File: config.mk
export PLATFORM = sky130hd
export DESIGN_NAME = nlms_ctrl
export DESIGN_NICKNAME = d
export VERILOG_FILES = /design/src/rtl/nlms_pkg.sv /design/src/rtl/nlms_ctrl.sv
export SDC_FILE = /design/constraint.sdc
export NUM_CORES = 1
export LEC_CHECK = 0
export BUFFER_PORTS_ARGS = -buffer_cell sky130_fd_sc_hd__buf_2
export CORE_AREA = 8 8 45 47
export DETAILED_ROUTE_END_ITERATION = 16
export DIE_AREA = 0 0 53 55
export PLACE_DENSITY = 0.43
export SKIP_CTS_REPAIR_TIMING = 1
export SLEW_MARGIN = 0
export SYNTH_ARGS = -nofsm -noshare
export SYNTH_HDL_FRONTEND = slang
export SYNTH_SLANG_ARGS = --single-unit
File: constraint.sdc
create_clock -name clock -period 2 [get_ports clock]
set_input_delay 0.2 -clock clock [delete_from_list [all_inputs] [get_ports clock]]
set_output_delay 0.2 -clock clock [all_outputs]
set_load 0.01 [all_outputs]
File: src/rtl/nlms_pkg.sv
package nlms_pkg;

   typedef enum logic [2:0] {
      ST_IDLE,
      ST_SHIFT,
      ST_ACC,
      ST_ERR,
      ST_UPD_MUL,
      ST_UPD_DIV,
      ST_UPD_WR,
      ST_OUT
   } nlms_state_type;

   // controller -> datapath commands
   typedef struct packed {
      logic load;      // capture request, shift history
      logic acc_clr;
      logic acc_step;  // accumulate one tap
      logic err_calc;
      logic upd_mul;   // form numerator for current tap
      logic div_start;
      logic upd_wr;    // write updated weight
      logic idx_clr;
      logic idx_inc;
   } nlms_cmd_type;

   typedef struct packed {
      logic idx_last;
      logic div_done;
   } nlms_sts_type;

   localparam int SAMPLE_W = 16;
   localparam int WEIGHT_W = 32;
   localparam int MU_W     = 16;
   localparam int FRAC_W   = 27;
   localparam int SHIFT_W  = 12;
   localparam int NUM_W    = 60;   // 16u*16s*16s<<12 fits in 60 signed bits
   localparam int ACC_W    = 64;

endpackage

File: src/rtl/nlms_ctrl.sv
module nlms_ctrl
   import nlms_pkg::*;
(
   input  logic         clock,
   input  logic         reset,
   input  logic         req_valid,
   output logic         req_ready,
   output logic         rsp_valid,
   input  logic         rsp_ready,
   input  nlms_sts_type sts,
   output nlms_cmd_type cmd
);
   nlms_state_type state_ff, state_in;

   always_ff @(posedge clock) begin
      if (reset) state_ff <= ST_IDLE;
      else       state_ff <= state_in;
   end

   always_comb begin
      state_in = state_ff;
      case (state_ff)
         ST_IDLE:    if (req_valid) state_in = ST_SHIFT;
         ST_SHIFT:   state_in = ST_ACC;
         ST_ACC:     if (sts.idx_last) state_in = ST_ERR;
         ST_ERR:     state_in = ST_UPD_MUL;
         ST_UPD_MUL: state_in = ST_UPD_DIV;
         ST_UPD_DIV: if (sts.div_done) state_in = ST_UPD_WR;
         ST_UPD_WR:  state_in = sts.idx_last ? ST_OUT : ST_UPD_MUL;
         ST_OUT:     if (rsp_ready) state_in = ST_IDLE;
         default:    state_in = ST_IDLE;
      endcase
   end

   always_comb begin
      cmd       = '0;
      req_ready = 1'b0;
      rsp_valid = 1'b0;
      case (state_ff)
         ST_IDLE: begin
            req_ready = 1'b1;
            cmd.load  = req_valid;
         end
         ST_SHIFT: begin
            cmd.acc_clr = 1'b1;
            cmd.idx_clr = 1'b1;
         end
         ST_ACC: begin
            cmd.acc_step = 1'b1;
            cmd.idx_inc  = 1'b1;
         end
         ST_ERR: begin
            cmd.err_calc = 1'b1;
            cmd.idx_clr  = 1'b1;
         end
         ST_UPD_MUL: begin
            cmd.upd_mul   = 1'b1;
            cmd.div_start = 1'b1;
         end
         ST_UPD_DIV: ;
         ST_UPD_WR: begin
            cmd.upd_wr  = 1'b1;
            cmd.idx_inc = 1'b1;
         end
         ST_OUT: rsp_valid = 1'b1;
         default: ;
      endcase
   end
endmodule

==> metrics.csv, run 1 <==
stage;metric;value;unit
synth;synth.avg_cell_area;7.32;µm²
clock_tree;cts_max_level;1;
synth;synthXorXnorAreaFrac;0;%
cells_and_area;antenna_cells;0;
timing;finalHoldViolCount;0;
synth;yosysSeqAreaShare;24.9;%
floorplanning;die_y;55;µm
cells_and_area;area_growth;43.0;%
worst_setup_path;crit_required;1800;ps
worst_setup_path;endpoint_kind;output port;
clock_tree;clock_sinks;3;
synth;synth_top_family_by_area;simple AND/OR/NAND/NOR gates;
synth;ys_ff_latch;3;
cells_and_area;nNetsFinal;56;
clock_tree;cts_buffers;3;
clock_tree;cts_buffer_depth;2;
route;avgRoutedWirePerCell;11.3;µm
global_route;grt_use_total;5.35;%
floorplanning;io_pins;17;
synth;yosys.area_share.simple;35.8;%
synth;yosysUniqueCellTypes;18;
timing;fmax;693;MHz
cells_and_area;drive_above_1_share;44.9;%
worst_setup_path;crit_arrival;1240;ps
worst_setup_path;r2r_slack;620;ps
route;vias;282;
floorplanning;dieArea;0.00292;mm²
clock_tree;clk_pin_slew;40;ps
outcome;outcome;finished, final reports clean;
job;max-cap-violations;0;
synth;netlist_area;241;µm²
worst_setup_path;cp-start-kind;flop;
route;first_iter_violations;3;
synth;syn_nets;39;
placed_design;placed_area;319;µm²
worst_setup_path;critPathKind;flop to output port;
synth;yosys_warnings;0;
cells_and_area;fill_cells;159;
route;vias_per_cell;4.34;
clock_tree;root_buffer;clkbuf_4;
cells_and_area;finish.utilization;25.0;%
timing;rsz0062_at_grt;no;
global_route;grt_max_degree;12;
synth;synth_compound_area_share;20.7;%
global_route;antenna_found_initial;0;
floorplanning;core;0.00138;mm²
placed_design;post-place-ws;625;ps
power;ir_worst_vdd;0.170;mV
min_path;hp-class;input port to flop;
global_route;grt_pass1_wl;1050;µm
timing;relSlewSlack;77.0;%
timing;period_share;72.1;%
timing;clock_skew;0.354;ps
route;firstDrtPassIters;2;
cells_and_area;final_area;345;µm²
timing;setup_violations;0;
cells_and_area;layout_common_cells;16 x buf_2, 4 x and2_1;
clock_tree;clk_latency;230;ps
placed_design;dp_hpwl;588;µm
cells_and_area;final_common_cell;buf_2;
worst_setup_path;cp_max_fo;9;
timing;max_slew.worst_pin.slew;336;ps
cells_and_area;top_register;state_ff;
synth;syn_inst;33;
synth;synth_mux_area_share;6.22;%
cells_and_area;largestRegisters;state_ff (3);
timing;layout_setup_ws;557;ps
synth;yosys.area_share.adder;0;%
placed_design;io_buffers;16;
timing;fin_tns_setup;0;ps
timing;fin_crit;1440;ps
timing;slew_viol_final;0;
route;ant_nets;0;
cells_and_area;largest_reg_flops;3;
floorplanning;placementRows;14;
floorplanning;die_w;53;µm
placed_design;place_congestion;0.712;
route;drc;0;
floorplanning;start_util;17.5;%
global_route;grt_pass1_vias;252;
clock_tree;cts_tree;built;
global_route;overflow;0;
power;leakagePower;0.000171;µW
route;drt-total-wl;737;µm
power;power_density;776;mW/mm²
==> worst max-delay path, cell delays in order (launching register included) <==
cell     delay [ps]
dfxtp_1         460
inv_1           150
nor3_1          230
buf_2           170
==> synth_stat cells, drive strengths merged <==
library cell  n  area, µm²
a2111oi       1       8.76
a21oi         4       23.8
a221o         1       10.0
and2          4       25.0
buf           3       17.5
clkbuf        1       5.00
dfxtp         3       60.1
inv           2       7.51
mux2          1       15.0
nand2         2       10.0
nand2b        1       6.26
nor2          3       11.3
nor2b         3       18.8
nor3          3       15.0
o21bai        1       7.51
==> per-layer routing <==
metal / share of wire (%) / vias up / global-route usage, %
li1: - / 141 / -
met3: 22 / 4 / 5.08
met2: 40 / 16 / 7.81
met5: 0 / - / 0
met1: 35 / 121 / 4.10
met4: 3.0 / 0 / 5.17
==> power breakdown <==
group | internal (µW) | switching (µW)
combinational | 39.9 | 38.4
sequential | 66.8 | 17.1
clock | 74.7 | 31.0
==> final timing paths <==
check,startpoint,end,depth (start not counted)
min,reset,state_ff[2]$_SDFFE_PP0P_,2
max,state_ff[2]$_SDFFE_PP0P_,cmd[3],3
max reg2reg,state_ff[1]$_SDFFE_PP0P_,state_ff[0]$_SDFFE_PP0P_,3
min reg2reg,state_ff[2]$_SDFFE_PP0P_,state_ff[2]$_SDFFE_PP0P_,2
==> cell type report <==
cell class	count	area, µm²	share of cell area (%)
sequential	3	60.1	17.4
multi-input combinational	24	151	43.8
clock buffer	4	26.3	7.61
timing repair buffer	16	80.1	23.2
tap	16	20.0	5.80
inverter	2	7.51	2.17
==> per-stage QoR <==
step	total power (µW)	hold WS, ps	std cells
floorplan	135	279	33
global placement	166	419	61
detailed placement	165	414	61
CTS	276	165	65
global route	289	172	65
finish	268	168	65
==> kinds of logic (layout without fill, tap and decap cells) <==
logic type / after synthesis / in the layout
and+or+nand+nor: 16 / 16
AOI/OAI and AO/OA: 7 / 7
buffers and inverters: 6 / 22
DFF: 3 / 3
muxes: 1 / 1
Power figures use the tool's default switching activity.
==> inputs of run 2 (changes only) <==
--- a/config.mk
+++ b/config.mk
@@ -9,7 +9,7 @@
 export CORE_AREA = 8 8 45 47
 export DETAILED_ROUTE_END_ITERATION = 16
 export DIE_AREA = 0 0 53 55
-export PLACE_DENSITY = 0.43
+export PLACE_DENSITY = 0.44
 export SKIP_CTS_REPAIR_TIMING = 1
 export SLEW_MARGIN = 0
 export SYNTH_ARGS = -nofsm -noshare
==> constraint.sdc (replaced) <==
create_clock -name clock -period 1.3 [get_ports clock]
set_input_delay 0.13 -clock clock [delete_from_list [all_inputs] [get_ports clock]]
set_output_delay 0.13 -clock clock [all_outputs]
set_load 0.01 [all_outputs]
==> metrics.csv, run 2 (synthesis gave the netlist of run 1 again) <==
stage;metric;value;unit
outcome;outcome;finished, final reports clean;
cells_and_area;largest_reg_flops;3;
clock_tree;cts_buffer_depth;2;
floorplanning;die_y;55;µm
timing;relSlewSlack;79.4;%
power;ir_worst_vdd;0.242;mV
worst_setup_path;cp_max_fo;9;
worst_setup_path;crit_required;1170;ps
route;ant_nets;0;
placed_design;io_buffers;16;
cells_and_area;area_growth;65.3;%
global_route;grt_pass1_wl;1080;µm
global_route;grt_use_total;5.35;%
clock_tree;clk_pin_slew;40;ps
global_route;overflow;0;
route;drc;0;
floorplanning;die_w;53;µm
worst_setup_path;cp-start-kind;flop;
cells_and_area;layout_common_cells;16 x buf_2, 4 x and2_1, 3 x nor2_1, 3 x a21oi_1, 3 x clkbuf_4;
power;power_density;1120;mW/mm²
placed_design;placed_area;327;µm²
worst_setup_path;crit_chain;buf_6 -> nor3_4 -> and2_1 -> buf_2;
cells_and_area;fin_cells;67;
floorplanning;dieArea;0.00292;mm²
cells_and_area;top_register;state_ff;
worst_setup_path;path_delay_family;flip-flops;
worst_setup_path;cpPeakStageDelay;320;ps
cells_and_area;nNetsFinal;58;
cells_and_area;largestRegisters;state_ff (3);
cells_and_area;final_area;399;µm²
route;avgRoutedWirePerCell;10.1;µm
route;vias_per_cell;4.49;
clock_tree;cts_max_level;1;
route;vias;301;
clock_tree;root_buffer;clkbuf_4;
worst_setup_path;endpoint_kind;output port;
power;leakagePower;0.000191;µW
cells_and_area;finish.utilization;28.8;%
worst_setup_path;critPathKind;flop to output port;
timing;setup_violations;0;
global_route;grt_pass1_vias;263;
cells_and_area;regArea;68.8;µm²
cells_and_area;fill_cells;163;
floorplanning;placementRows;14;
timing;period_share;95.9;%
timing;slew_viol_final;0;
worst_setup_path;cp_slowest_cell;dfxtp_2;
placed_design;post-place-cells;62;
worst_setup_path;path_buf_inv;2;
timing;fmax;802;MHz
cells_and_area;drive_above_1_share;60.8;%
route;drt-total-wl;676;µm
timing;finalHoldViolCount;0;
floorplanning;io_pins;17;
cells_and_area;multiInputGateArea;178;µm²
route;firstDrtPassIters;2;
placed_design;place_congestion;0.706;
floorplanning;start_util;17.5;%
min_path;hp-class;input port to flop;
clock_tree;clock_sinks;3;
job;max-cap-violations;0;
power;total_power;449;µW
worst_setup_path;crit_arrival;1120;ps
cells_and_area;final_common_cell;buf_2;
global_route;antenna_found_initial;0;
floorplanning;core;0.00138;mm²
timing;rsz0062_at_grt;yes;
timing;clock_skew;0.646;ps
timing;fin_crit;1250;ps
clock_tree;clk_latency;230;ps
global_route;grt_max_degree;11;
clock_tree;cts_buffers;3;
timing;max_slew.worst_pin.slew;301;ps
route;first_iter_violations;1;
cells_and_area;antenna_cells;0;
clock_tree;cts_tree;built;
==> run 2: routing by layer <==
metal / vias to the layer above / track usage, % / routed length [µm]
met4: 0 / 6.47 / 27
met1: 134 / 5.01 / 242
met5: - / 0 / 0
li1: 149 / - / -
met2: 14 / 7.81 / 300
met3: 4 / 2.67 / 105
==> run 2: per-stage QoR <==
step                      worst slack (ps)  hold slack (ps)  TNS, ps
after floorplan                       86.1              209        0
after global routing                 -9.46             90.6    -16.0
after detailed placement               138              336        0
after global placement                 134              342        0
final                                 52.9             90.3        0
after CTS                            -76.7             85.1     -375
==> run 2: area by class of cell <==
class	instances	area share, %
Clock buffer	4	6.58
Inverter	2	1.88
Multi-Input combinational cell	24	44.5
Sequential cell	3	17.2
Timing Repair Buffer	18	24.8
Tap cell	16	5.02
==> run 2: worst paths after layout <==
path                                                 end                startpoint  slack [ps]  cells past startpoint
worst max-delay path                              cmd[8]  state_ff[1]$_SDFFE_PP0P_          50                      4
worst max register to register  state_ff[0]$_SDFFE_PP0P_  state_ff[1]$_SDFFE_PP0P_         150                      3
worst min-delay path            state_ff[2]$_SDFFE_PP0P_                     reset          90                      2
worst min register to register  state_ff[1]$_SDFFE_PP0P_  state_ff[2]$_SDFFE_PP0P_         540                      1
==> run 2: where the power goes <==
group | internal (µW) | leakage [µW] | switching [µW]
Clock | 115 | 0.0000150 | 50.0
Combinational | 84.9 | 0.000149 | 71.7
Sequential | 104 | 0.0000264 | 22.9
